File: config.mk
export PLATFORM = sky130hd
export DESIGN_NAME = scc_ram
export DESIGN_NICKNAME = d
export VERILOG_FILES = /design/src/rtl/scc_ram.sv
export SDC_FILE = /design/constraint.sdc
export NUM_CORES = 1
export LEC_CHECK = 0
export ABC_AREA = 1
export BUFFER_PORTS_ARGS = -buffer_cell sky130_fd_sc_hd__buf_4
export CAP_MARGIN = 20
export CELL_PAD_IN_SITES_DETAIL_PLACEMENT = 2
export CELL_PAD_IN_SITES_GLOBAL_PLACEMENT = 2
export CORE_AREA = 2 2 315 161
export DETAILED_ROUTE_END_ITERATION = 7
export DIE_AREA = 0 0 317 163
export PLACE_DENSITY = 0.86
export SYNTH_ARGS = -nofsm -noshare
export SYNTH_HDL_FRONTEND = slang
export SYNTH_SLANG_ARGS = --single-unit
export TNS_END_PERCENT = 30
File: constraint.sdc
create_clock -name clk -period 2.68 [get_ports clk]
set_input_delay 0.536 -clock clk [delete_from_list [all_inputs] [get_ports clk]]
set_output_delay 0.536 -clock clk [all_outputs]
set_load 0.005 [all_outputs]
File: src/rtl/scc_ram.sv
// Generic single-port-write, single-read RAM with registered read data.
`default_nettype none
module scc_ram #(
	parameter int Width = 8,
	parameter int Depth = 64
) (
	input wire logic clk,
	input wire logic we,
	input wire logic [$clog2(Depth)-1:0] waddr,
	input wire logic [Width-1:0] wdata,
	input wire logic [$clog2(Depth)-1:0] raddr,
	output logic [Width-1:0] rdata
);
	logic [Width-1:0] mem_q [Depth];

	always_ff @(posedge clk) begin
		if (we) begin
			mem_q[waddr] <= wdata;
		end
		rdata <= mem_q[raddr];
	end
endmodule
`default_nettype wire

# == Yosys cells after proc, flatten, opt, wreduce, memory -nomap -nowiden ==
# Memory sizes are Yosys's and may differ from the RTL's. A register that Yosys moved wholly into a read port is not among the register bits.
# Index checks and enable logic that the tools add are counted.
# totals
reg_bits,0
elab_cells,3
mem_bits_rw,512
out_inout_bits,8
input_bits,22
n_memories,1
# mem_list
name,depth,word_bits,rd,rd_clocked_by_memory_dff,write_ports,line_no,rtl
mem_q,64,8,1,1,1,14,logic [Width-1:0] mem_q [Depth];
# op_classes
n_mux,2
# op_table
op,count
$mux 1,2

# == Longest topological paths before layout ==
# Gate-level depths: netlist of the first run.
# logic_depth
word_depth,2
ltp_mapped,12
ltp_nobuf,9

# == Worst setup path before layout of the first run ==
# Ideal clock, no wire load.
# synth_timing
path_kind,input -> register
start,input port we
end,memory mem_q[48][0] (enable)
required_ns,2.285
path_buffers,1
setup_time_ns,0.395
setup_slack_ns,0.378
cell_stages,3
arrival_ns,1.907
cell_sequence,clkbuf_1 nand4_1 nor4_1
# synth_between
elab_chain_cells,2
# synth_rtl
element,line_no,rtl
from (decl),8,"input wire logic we,"
$mux 1,17,if (we) begin
$mux 1 (not written as such),18,mem_q[waddr] <= wdata;
to (decl),14,
# No other way between the ends.

==> key figures, run 1 <==
Clock network
  • CTS Buf Count: 48
  • Clock-pin slew on the worst setup and hold paths: 70 ps
  • Clk buf depth: 3
  • Hold_buf cts: 0
  • CTS tree: yes
  • Cts repair resizes: 0
  • Htree depth: 2
  • Root buffer cell: clkbuf_16
  • Post-CTS setup buffer count: 0
  • Worst-Skew Late Latency: 580 ps
  • Clk sinks: 520

Route
  • Routed vias: 15440
  • Via/cell ratio: 5.990
  • Drt wl/cell: 30.39 um
  • DRC viols: 0
  • DRT iter0 DRCs: 1972
  • Remaining antenna violation count after routing: 0
  • DRT Pass-1 Iters: 5
  • Routed wire length: 78320 um

Global routing
  • Initial antenna violation count: 0
  • First-pass GRT wire length: 115500 um
  • Vias in the first global route: 16490
  • GRT Total Usage: 0.3084
  • Overflow after GRT: 0
  • Pin count of the biggest net entering global routing: 72

Critical path
  • Crit end category: flip-flop
  • CP startpoint kind: input port
  • Critical Path Fanout Max: 71
  • CP Data Arrival Time: 2420 ps
  • Setup CP Type: input port to flip-flop
  • WP data required: 3190 ps

Place
  • DP HPWL: 48110 um
  • Port bufs: 29
  • GP Congestion: 0.8527
  • DP Cell Count: 2491

Layout
  • P&R area growth vs syn: 12.81%
  • Fillers: 4871
  • Share of cells above drive strength 1: 0.1049
  • Final Instance Count excl. Fillers: 2577
  • Diode count: 0
  • Nets: 1904

Logic synthesis
  • Top post-synthesis cells by area: edfxtp_1 (72%), nand2_1 (11%), nand3_1 (10%)
  • Post-synth EDFFs: 512
  • Top cell type's share of synthesized area: 0.7205
  • Count of different cell masters after synthesis: 16
  • Syn Inst Count: 1805
  • Most frequent cell after synthesis: nand2_1
  • Synth Cell Area: 21340 sq um
  • Ys async rst share: 0
  • Top_reg_cell synth: edfxtp_1
  • Top post-synthesis cells by count: nand2_1 (648), edfxtp_1 (512), nand3_1 (439)
  • Synthesis-stage register bit count: 520
  • Post-synthesis sequential area ratio: 0.7280
  • Syn Nets: 1827
  • Mapped Avg Cell Area: 11.82 sq um
  • Synth area leader: edfxtp_1
  • Synth warn: 0

Timing
  • Worst slew margin: 0.3434
  • Final min period: 1911 ps
  • Worst-Margin Slew: 985.0 ps
  • Fin crit share: 0.7130
  • Setup Viol. Count Final: 0
  • Clock Skew: 24.63 ps
  • Final hold violations: 0
  • Fin. max-slew vios: 0
  • Peak Freq: 523.3 MHz
  • Sum Neg Setup Slack: 0 ps
  • RSZ-0062 raised after global routing: false

Pwr
  • Worst ir drop on vdd: 0.4705 mV
  • Power Density: 715.4 nW/um^2
  • Static Leak: 8.744 nW

Die
  • DIE WIDTH: 317 um
  • Die ar.: 51670 sq um
  • Io pins: 30
  • Chip height: 163 um
  • Initial Util: 0.4331
  • Core Box Area: 49270 sq um
  • Core Rows: 58

Min path
  • Hold Path Class: input port to flip-flop

Flow run
  • Max-cap viol count: 0

Run status
  • Status: complete, no violations
## layer usage
layer	share of wire	GRT usage	up-vias
met5	0	0	-
met4	0.019	0.05489	0
met3	0.073	0.04240	105
met2	0.45	0.4781	636
met1	0.46	0.4687	8203
li1	-	-	6493
## through the flow
stage          hold slack, ps  setup slack (ps)  total power, W  cell area (sq um)    util
5_1_grt                 298.8             728.7         0.01765              24070  0.4885
2_1_floorplan           634.9             377.9        0.009823              21340       -
3_3_place_gp            799.5             336.6         0.01035              22570  0.4581
4_1_cts                 282.8             780.5         0.01724              24040  0.4880
3_5_place_dp            840.2             241.1         0.01044              22570  0.4581
6_report                304.1             769.1         0.01722              24070  0.4885
## cell type report
cell class	instances	area, sq um	share of cell area
multi-input cells	1160	4946	0.2055
clock buffers	69	1301	0.05406
clock inverters	16	171.4	0.007121
repair buffers	140	1240	0.05151
well taps	660	825.8	0.03431
flip-flops and latches	520	15530	0.6454
inverters	12	52.55	0.002183
## final timing paths
path / from / end / slack, ps / depth (start not counted)
worst min-delay path: raddr[5] / rdata[1] / 300 / 3
worst max register to register: mem_q[31][1] / rdata[1] / 1200 / 8
worst max-delay path: raddr[0] / rdata[4] / 770 / 11
worst min register to register: mem_q[20][4] / rdata[4] / 840 / 8
## cell families (layout without fill, tap and decap cells)
kind of cell  Yosys count  in the layout  share of synthesized area
buf+inv               125            237                    0.04022
flops                 520            520                     0.7280
simple gates         1160           1160                     0.2318
## state kept, by name, summed over array words and instances, names as in the netlist
| name | count |
|---|---|
| mem_q | 512 |
| rdata | 8 |
## worst max-delay path: stages
cell,delay (ps)
clkbuf_8,130
buf_12,320
buf_12,340
nand2_1,90
nand3_1,120
nand3_1,170
nand2_1,200
nand2_1,70
nand3_1,80
nand3_1,140
nand2_1,80
## report_power, final
group          switching (W)  internal [W]
sequential         0.0000315       0.00900
clock                0.00316       0.00375
combinational       0.000978      0.000305
## placed cells by master (no fill, tap or decap), types with 9 or more instances in the layout
master	instances
nor2_1	56
nand3_1	439
buf_4	125
nand4_1	9
edfxtp_1	512
clkbuf_1	20
inv_1	9
nand2_1	648
clkbuf_16	49
buf_12	13
(Power assumes the default switching activity.)
==> run 2: changes to the inputs <==
ABC_AREA = 0   (was 1)
CORE_AREA = 2 2 303 155   (was 2 2 315 161)
DIE_AREA = 0 0 305 157   (was 0 0 317 163)
PLACE_DENSITY = 0.81   (was 0.86)
clock period = 1.7 ns   (was 2.68 ns; I/O delays follow)
==> run 2 against run 1 <==
The flow now finishes with violations (negative setup slack). Die area fell by 7.3%. Sequential cell count unchanged. Sequential share of layout area is 0.31 points higher. Cell area fell by 0.48%. Area after synthesis fell by 5.5%. Clock skew shrank 1.8 ps. Critical path type is now flip-flop to flip-flop. Critical endpoint is now rdata[0]. Largest power group unchanged.
==> key figures, run 2 <==
Global routing
  • Overflow after GRT: 0 (unchanged)
  • Met2 usage: 0.4900 (+0.01185)
  • Initial antenna violation count: 3 (+3)
  • Pin count of the biggest net entering global routing: 65 (-9.7%)
  • Met1 GRT Util: 0.4181 (-0.05061)
  • GRT Total Usage: 0.3026 (-0.005832)
  • GRT Max-Usage Layer: met2
  • First-pass GRT wire length: 99720 um (-14%)
  • Met3 Usage GRT: 0.05965 (+0.01725)
  • Vias in the first global route: 12100 (-27%)

Critical path
  • Critical Path Fanout Max: 1 (-99%)
  • Critical path's largest stage delay: 550 ps (+210 ps)
  • CP delay by family, top: multiplexers
  • Slowest cell on crit path: mux4_2
  • CP startpoint kind: flip-flop
  • Setup CP Type: flip-flop to flip-flop
  • Buffer and inverter count on the worst path: 0 (-3)
  • WP data required: 2150 ps (-1040 ps)
  • Cell mode on critical path: mux4_2
  • CP Data Arrival Time: 2520 ps (+100 ps)
  • Crit end category: flip-flop
  • Cell chain of the critical path: mux4_2 -> mux4_2 -> nor2_4 -> nor3_4 -> o2bb2ai_2

Place
  • Dpl cell area: 22320 sq um (-1.1%)
  • Port bufs: 29 (unchanged)
  • DP Cell Count: 1677 (-33%)
  • Post-Place Worst Slack: -864.4 ps (-1106 ps)
  • GP Congestion: 0.7992 (-6.3%)
  • DP HPWL: 42410 um (-12%)

Layout
  • Largest register FFs: 512 (unchanged)
  • Registers with the highest flip-flop counts: mem_q x512, rdata x8
  • P&R area growth vs syn: 18.79%
  • Commonest non-fill, non-tap cell in the layout: edfxtp_1
  • Fin area: 23960 sq um (-0.48%)
  • Register area: 15530 sq um (unchanged)
  • Final Instance Count excl. Fillers: 1762 (-32%)
  • Fillers: 3777 (-22%)
  • Area taken by multi-input logic gates: 4473 sq um (-9.6%)
  • Largest reg by FF count: mem_q
  • Share of cells above drive strength 1: 0.3582 (+0.2534)
  • Most frequent cells in the layout: edfxtp_1 (512), buf_4 (166), mux4_2 (126), nor2_1 (74), clkbuf_16 (49)
  • Diode count: 0 (unchanged)
  • Nets: 1151 (-40%)

Logic synthesis
  • Synthesis-stage register bit count: 520 (unchanged)
  • Count of different cell masters after synthesis: 40 (+24)
  • Top_reg_cell synth: edfxtp_1
  • Mapped Avg Cell Area: 21.45 sq um (+81%)
  • Post-synthesis sequential area ratio: 0.7703 (+0.04232)
  • Top post-synthesis cells by count: edfxtp_1 (512), mux4_2 (126), nor2_1 (83)
  • Most frequent cell after synthesis: edfxtp_1
  • Syn Inst Count: 940 (-48%)
  • Top cell type's share of synthesized area: 0.7624 (+0.04188)
  • Synth area leader: edfxtp_1
  • Post-synth EDFFs: 512 (unchanged)
  • Top post-synthesis cells by area: edfxtp_1 (76%), mux4_2 (14%), nor2_1 (1.5%)
  • Synth warn: 0 (unchanged)
  • Synth Cell Area: 20170 sq um (-5.5%)
  • Ys async rst share: 0 (unchanged)
  • Syn Nets: 962 (-47%)

Die
  • Initial Util: 0.4488 (+0.01572)
  • Io pins: 30 (unchanged)
  • Die ar.: 47890 sq um (-7.3%)
  • Core Box Area: 44940 sq um (-8.8%)
  • DIE WIDTH: 305 um (-3.8%)
  • Core Rows: 55 (-5.2%)
  • Chip height: 157 um (-3.7%)

Clock network
  • Worst-Skew Late Latency: 580 ps (about the same)
  • CTS tree: yes
  • Root buffer cell: clkbuf_16
  • CTS Buf Count: 48 (unchanged)
  • Htree depth: 2 (unchanged)
  • Clk buf depth: 3 (unchanged)
  • Clock-pin slew on the worst setup and hold paths: 80 ps (about the same)
  • Clk sinks: 520 (unchanged)
  • Post-CTS setup buffer count: 0 (unchanged)

Run status
  • Status: complete, but fails checks
  • Failing checks: negative setup slack

Route
  • Remaining antenna violation count after routing: 0 (unchanged)
  • DRT iter0 DRCs: 1629 (-17%)
  • DRC viols: 0 (unchanged)
  • Routed vias: 11460 (-26%)
  • Routed wire length: 70890 um (-9.5%)
  • DRT Pass-1 Iters: 5 (unchanged)
  • Drt wl/cell: 40.23 um (+32%)
  • Via/cell ratio: 6.505 (+8.6%)

Pwr
  • Static Leak: 7.759 nW (-11%)
  • Power Density: 1134 nW/um^2 (+59%)
  • Worst ir drop on vdd: 0.6850 mV (+46%)

Timing
  • Final worst slack: -367.5 ps (-1137 ps)
  • Setup Viol. Count Final: 8 (+8)
  • Worst-Margin Slew: 865.9 ps (-119.0 ps)
  • Final hold violations: 0 (unchanged)
  • Sum Neg Setup Slack: -1970 ps (-1970 ps)
  • Peak Freq: 483.7 MHz
  • Clock Skew: 22.82 ps (-1.808 ps)
  • Fin. max-slew vios: 0 (unchanged)
  • Final hold slack: 191.9 ps (-112.2 ps)
  • Final min period: 2067 ps
  • Worst slew margin: 0.4227 (+0.07936)
  • RSZ-0062 raised after global routing: true
  • Fin crit share: 1.216

Min path
  • Hold Path Class: input port to flip-flop

Flow run
  • Max-cap viol count: 0 (unchanged)
-- run 2: changes by cell type after synthesis, sizes merged, moves of 8 or more --
cell,change
nor2,+27
mux2i,+23
nor2b,+14
mux2,+13
o22ai,+8
nand3,-426
mux4,+126
buf,-64
inv,-12
nand2,-629
o221ai,+8
-- run 2: worst register-to-register path, stage by stage, from the launching register on --
cell and delay, ps:
edfxtp_1 510, mux4_2 510, mux4_2 550, nor2_4 150, nor3_4 70, o2bb2ai_2 150
-- run 2: through the flow --
step,util,total power [W]
final,0.5331,0.02716
after CTS,0.5322,0.02721
after global routing,0.5331,0.02769
after global placement,0.4967,0.01599
after detailed placement,0.4967,0.01615
after floorplan,-,0.01526
-- run 2: final cells by class --
class	count	share of cell area
multi-input cells	369	0.1867
well taps	598	0.03123
clock buffers	63	0.05422
clock inverters	22	0.008618
flip-flops and latches	520	0.6485
repair buffers	190	0.07072
-- run 2: cells by family (layout without fill, tap and decap cells) --
kind of cell	count (synthesis)	after routing	share of synthesized area
buffers and inverters	51	275	0.01570
AND/OR/NAND/NOR	153	153	0.03387
AO/OA/AOI/OAI	54	54	0.02072
multiplexers	162	162	0.1594
flip-flops	520	520	0.7703
-- run 2: final timing paths --
path	startpoint	to	slack (ps)	cells after the start
worst min-delay path	wdata[6]	mem_q[33][6]	190	1
worst min register to register	mem_q[18][1]	rdata[1]	890	4
worst max register to register	mem_q[2][0]	rdata[0]	-370	5
worst max-delay path	mem_q[2][0]	rdata[0]	-370	5
-- run 2: power breakdown --
part	leakage (nW)	internal (W)	switching, W
clock network	0.734	0.00599	0.00518
registers	4.67	0.0142	0.0000674
logic	2.35	0.000685	0.00106
-- run 2: layer usage --
metal	share of wire	vias to the layer above	routed length, um
met4	0.034	4	2392
met1	0.40	6281	28530
met3	0.090	146	6391
met5	0.00047	-	33
met2	0.47	733	33550
li1	-	4297	-
-- run 2: repair_timing --
action                     CTS  global route
hold buffers                 0             0
cloned                       0             0
setup endpoints to repair    8             8
pin swaps                    4             3
resized for setup           21             9
==> run 3: changes to the inputs <==
PLACE_DENSITY = 0.78   (was 0.81)
==> run 3 against run 2 <==
Power down 1.9%. Global-route usage is 0.059 points lower. The run still ends with negative setup slack left. Core utilization increased by 0.39 points. Clock skew rose by 15 ps. Highest routed layer is now met4. Fmax up 2.9%. Non-clock buffer count up 17. Largest cell class unchanged. Final cell count is 0.91% higher. Sequential power about the same.
==> key figures, run 3 (synthesized netlist as in run 2, its figures left out) <==
Timing
  • Peak Freq: 497.7 MHz (+2.9%)
  • Clock Skew: 38.06 ps (+15.25 ps)
  • Final min period: 2009 ps (-58.41 ps)
  • Fin crit share: 1.182 (-0.03436)
  • Worst slew margin: 0.4357 (+0.01301)
  • Worst-Margin Slew: 846.4 ps (-19.51 ps)
  • Fin. max-slew vios: 0 (unchanged)
  • RSZ-0062 raised after global routing: true
  • Final worst slack: -309.1 ps (+58.41 ps)
  • Final hold violations: 0 (unchanged)
  • Setup Viol. Count Final: 8 (unchanged)

Pwr
  • Power Density: 1105 nW/um^2 (-2.6%)
  • Worst ir drop on vdd: 0.8173 mV (+19%)
  • Cell Int Power: 0.02044 W (-2.0%)
  • Net Switching: 0.006221 W (-1.5%)
  • Clk pwr share: 0.396 (-0.015)
  • Sw Share: 0.2333 (+0.0008585)
  • Total Power: 0.02666 W (-1.9%)
  • Combinational Power Share: 0.070 (+0.006)
  • Sequential power share: 0.534 (+0.010)
  • Static Leak: 7.852 nW (+1.2%)

Layout
  • Final Instance Count excl. Fillers: 1778 (+0.91%)
  • Register area: 15530 sq um (unchanged)
  • Commonest non-fill, non-tap cell in the layout: edfxtp_1
  • Area taken by multi-input logic gates: 4554 sq um (+1.8%)
  • Fillers: 3736 (-1.1%)
  • Registers with the highest flip-flop counts: mem_q x512, rdata x8
  • Most frequent cells in the layout: edfxtp_1 (512), buf_4 (182), mux4_2 (126), nor2_1 (75), clkbuf_16 (48)
  • P&R area growth vs syn: 19.65%
  • Diode count: 0 (unchanged)
  • Share of cells above drive strength 1: 0.3746 (+0.01633)
  • Nets: 1166 (+1.3%)
  • Fin area: 24130 sq um (+0.73%)
  • Largest register FFs: 512 (unchanged)
  • Largest reg by FF count: mem_q

Min path
  • Hold Path Class: input port to flip-flop

Critical path
  • CP startpoint: mem_q[16][4]
  • CP Data Arrival Time: 2460 ps (-60 ps)
  • Critical Path Fanout Max: 1 (unchanged)
  • Setup CP Type: flip-flop to flip-flop
  • Worst R2R Start: mem_q[16][4]
  • WP data required: 2150 ps (about the same)
  • Worst setup endpoint: rdata[4]
  • Worst reg2reg path depth: 5 (unchanged)
  • Crit end category: flip-flop
  • RR Endpoint: rdata[4]
  • R2R setup slack: -310 ps (+60 ps)
  • CP startpoint kind: flip-flop

Global routing
  • Overflow after GRT: 0 (unchanged)
  • Initial antenna violation count: 0 (-3)
  • GRT Max-Usage Layer: met2
  • Met2 usage: 0.4946 (+0.004664)
  • Met3 Usage GRT: 0.06301 (+0.003366)
  • Met1 GRT Util: 0.3994 (-0.01866)
  • Vias in the first global route: 12190 (+0.74%)
  • GRT Total Usage: 0.3020 (-0.0005918)
  • First-pass GRT wire length: 99650 um (about the same)
  • Pin count of the biggest net entering global routing: 65 (unchanged)

Die
  • Initial Util: 0.4488 (unchanged)
  • Die ar.: 47890 sq um (unchanged)
  • DIE WIDTH: 305 um (unchanged)
  • Core Rows: 55 (unchanged)
  • Io pins: 30 (unchanged)
  • Chip height: 157 um (unchanged)
  • Core Box Area: 44940 sq um (unchanged)

Route
  • Drt wl/cell: 39.61 um (-1.6%)
  • Routed vias: 11390 (-0.58%)
  • DRC viols: 0 (unchanged)
  • DRT iter0 DRCs: 1597 (-2.0%)
  • Routed wire length: 70430 um (-0.66%)
  • Remaining antenna violation count after routing: 0 (unchanged)
  • Via/cell ratio: 6.408 (-1.5%)
  • DRT Pass-1 Iters: 7 (+2)

Run status
  • Status: complete, but fails checks
  • Failing checks: negative setup slack

Place
  • DP Cell Count: 1694 (+1.0%)
  • Dpl cell area: 22500 sq um (+0.80%)
  • Port bufs: 29 (unchanged)
  • GP Congestion: 0.8464 (+5.9%)
  • Post-Place Worst Slack: -1152 ps (-287.4 ps)
  • DP HPWL: 43060 um (+1.5%)

Clock network
  • Clk buf depth: 3 (unchanged)
  • Post-CTS setup buffer count: 0 (unchanged)
  • CTS tree: yes
  • Hold_buf cts: 0 (unchanged)
  • Root buffer cell: clkbuf_16
  • Clock-pin slew on the worst setup and hold paths: 70 ps (about the same)
  • Htree depth: 2 (unchanged)
  • Clk sinks: 520 (unchanged)
  • Worst-Skew Late Latency: 590 ps (about the same)
  • CTS Buf Count: 46 (-4.2%)

Flow run
  • Max-cap viol count: 0 (unchanged)
-- run 3: final cells by class --
| class | instances | share of cell area |
|---|---|---|
| multi-input combinational | 369 | 0.1887 |
| clock buffer | 65 | 0.05403 |
| sequential | 520 | 0.6438 |
| clock inverter | 19 | 0.004822 |
| tap | 598 | 0.03101 |
| timing repair buffer | 207 | 0.07757 |
-- run 3: power groups by stage --
stage / registers (W) / logic (W) / clock network, W
finish: 0.0142 / 0.00187 / 0.0105
global route: 0.0142 / 0.00193 / 0.0110
CTS: 0.0142 / 0.00184 / 0.0106
detailed placement: 0.0145 / 0.00171 / 0
global placement: 0.0145 / 0.00157 / 0
floorplan: 0.0145 / 0.000778 / 0
-- run 3: metal layers --
metal / up-vias / part of all wire
met1: 6220 / 0.39
met5: - / 0
met4: 0 / 0.042
met2: 685 / 0.48
li1: 4327 / -
met3: 162 / 0.083
-- run 3: repair_timing --
item / 4_1_cts / 5_1_grt
setup endpoints to repair: 8 / 8
pin swaps: 6 / 0
gates resized for setup: 36 / 3
-- run 3: worst min path at each step --
stage	startpoint	to	slack [ps]	depth (start not counted)
floorplan	wdata[0]	mem_q[0][0]	440	0
global placement	raddr[5]	rdata[3]	720	2
detailed placement	raddr[5]	rdata[5]	750	2
CTS	wdata[1]	mem_q[60][1]	150	1
global route	wdata[1]	mem_q[37][1]	170	1
finish	wdata[1]	mem_q[60][1]	180	1
-- run 3: critical path, cell delays in order (launching register included) --
cell and delay (ps):
edfxtp_1 400, mux4_2 490, mux2_4 300, o221a_4 290, nor3_4 250, o32ai_2 150
-- run 3: stage by stage --
step	utilization	hold slack [ps]	TNS, ps
finish	0.5370	175.1	-1943
global route	0.5370	167.0	-2108
CTS	0.5364	148.9	-1810
detailed placement	0.5007	748.7	-61550
global placement	0.5007	723.1	-15250
floorplan	-	438.9	-19020
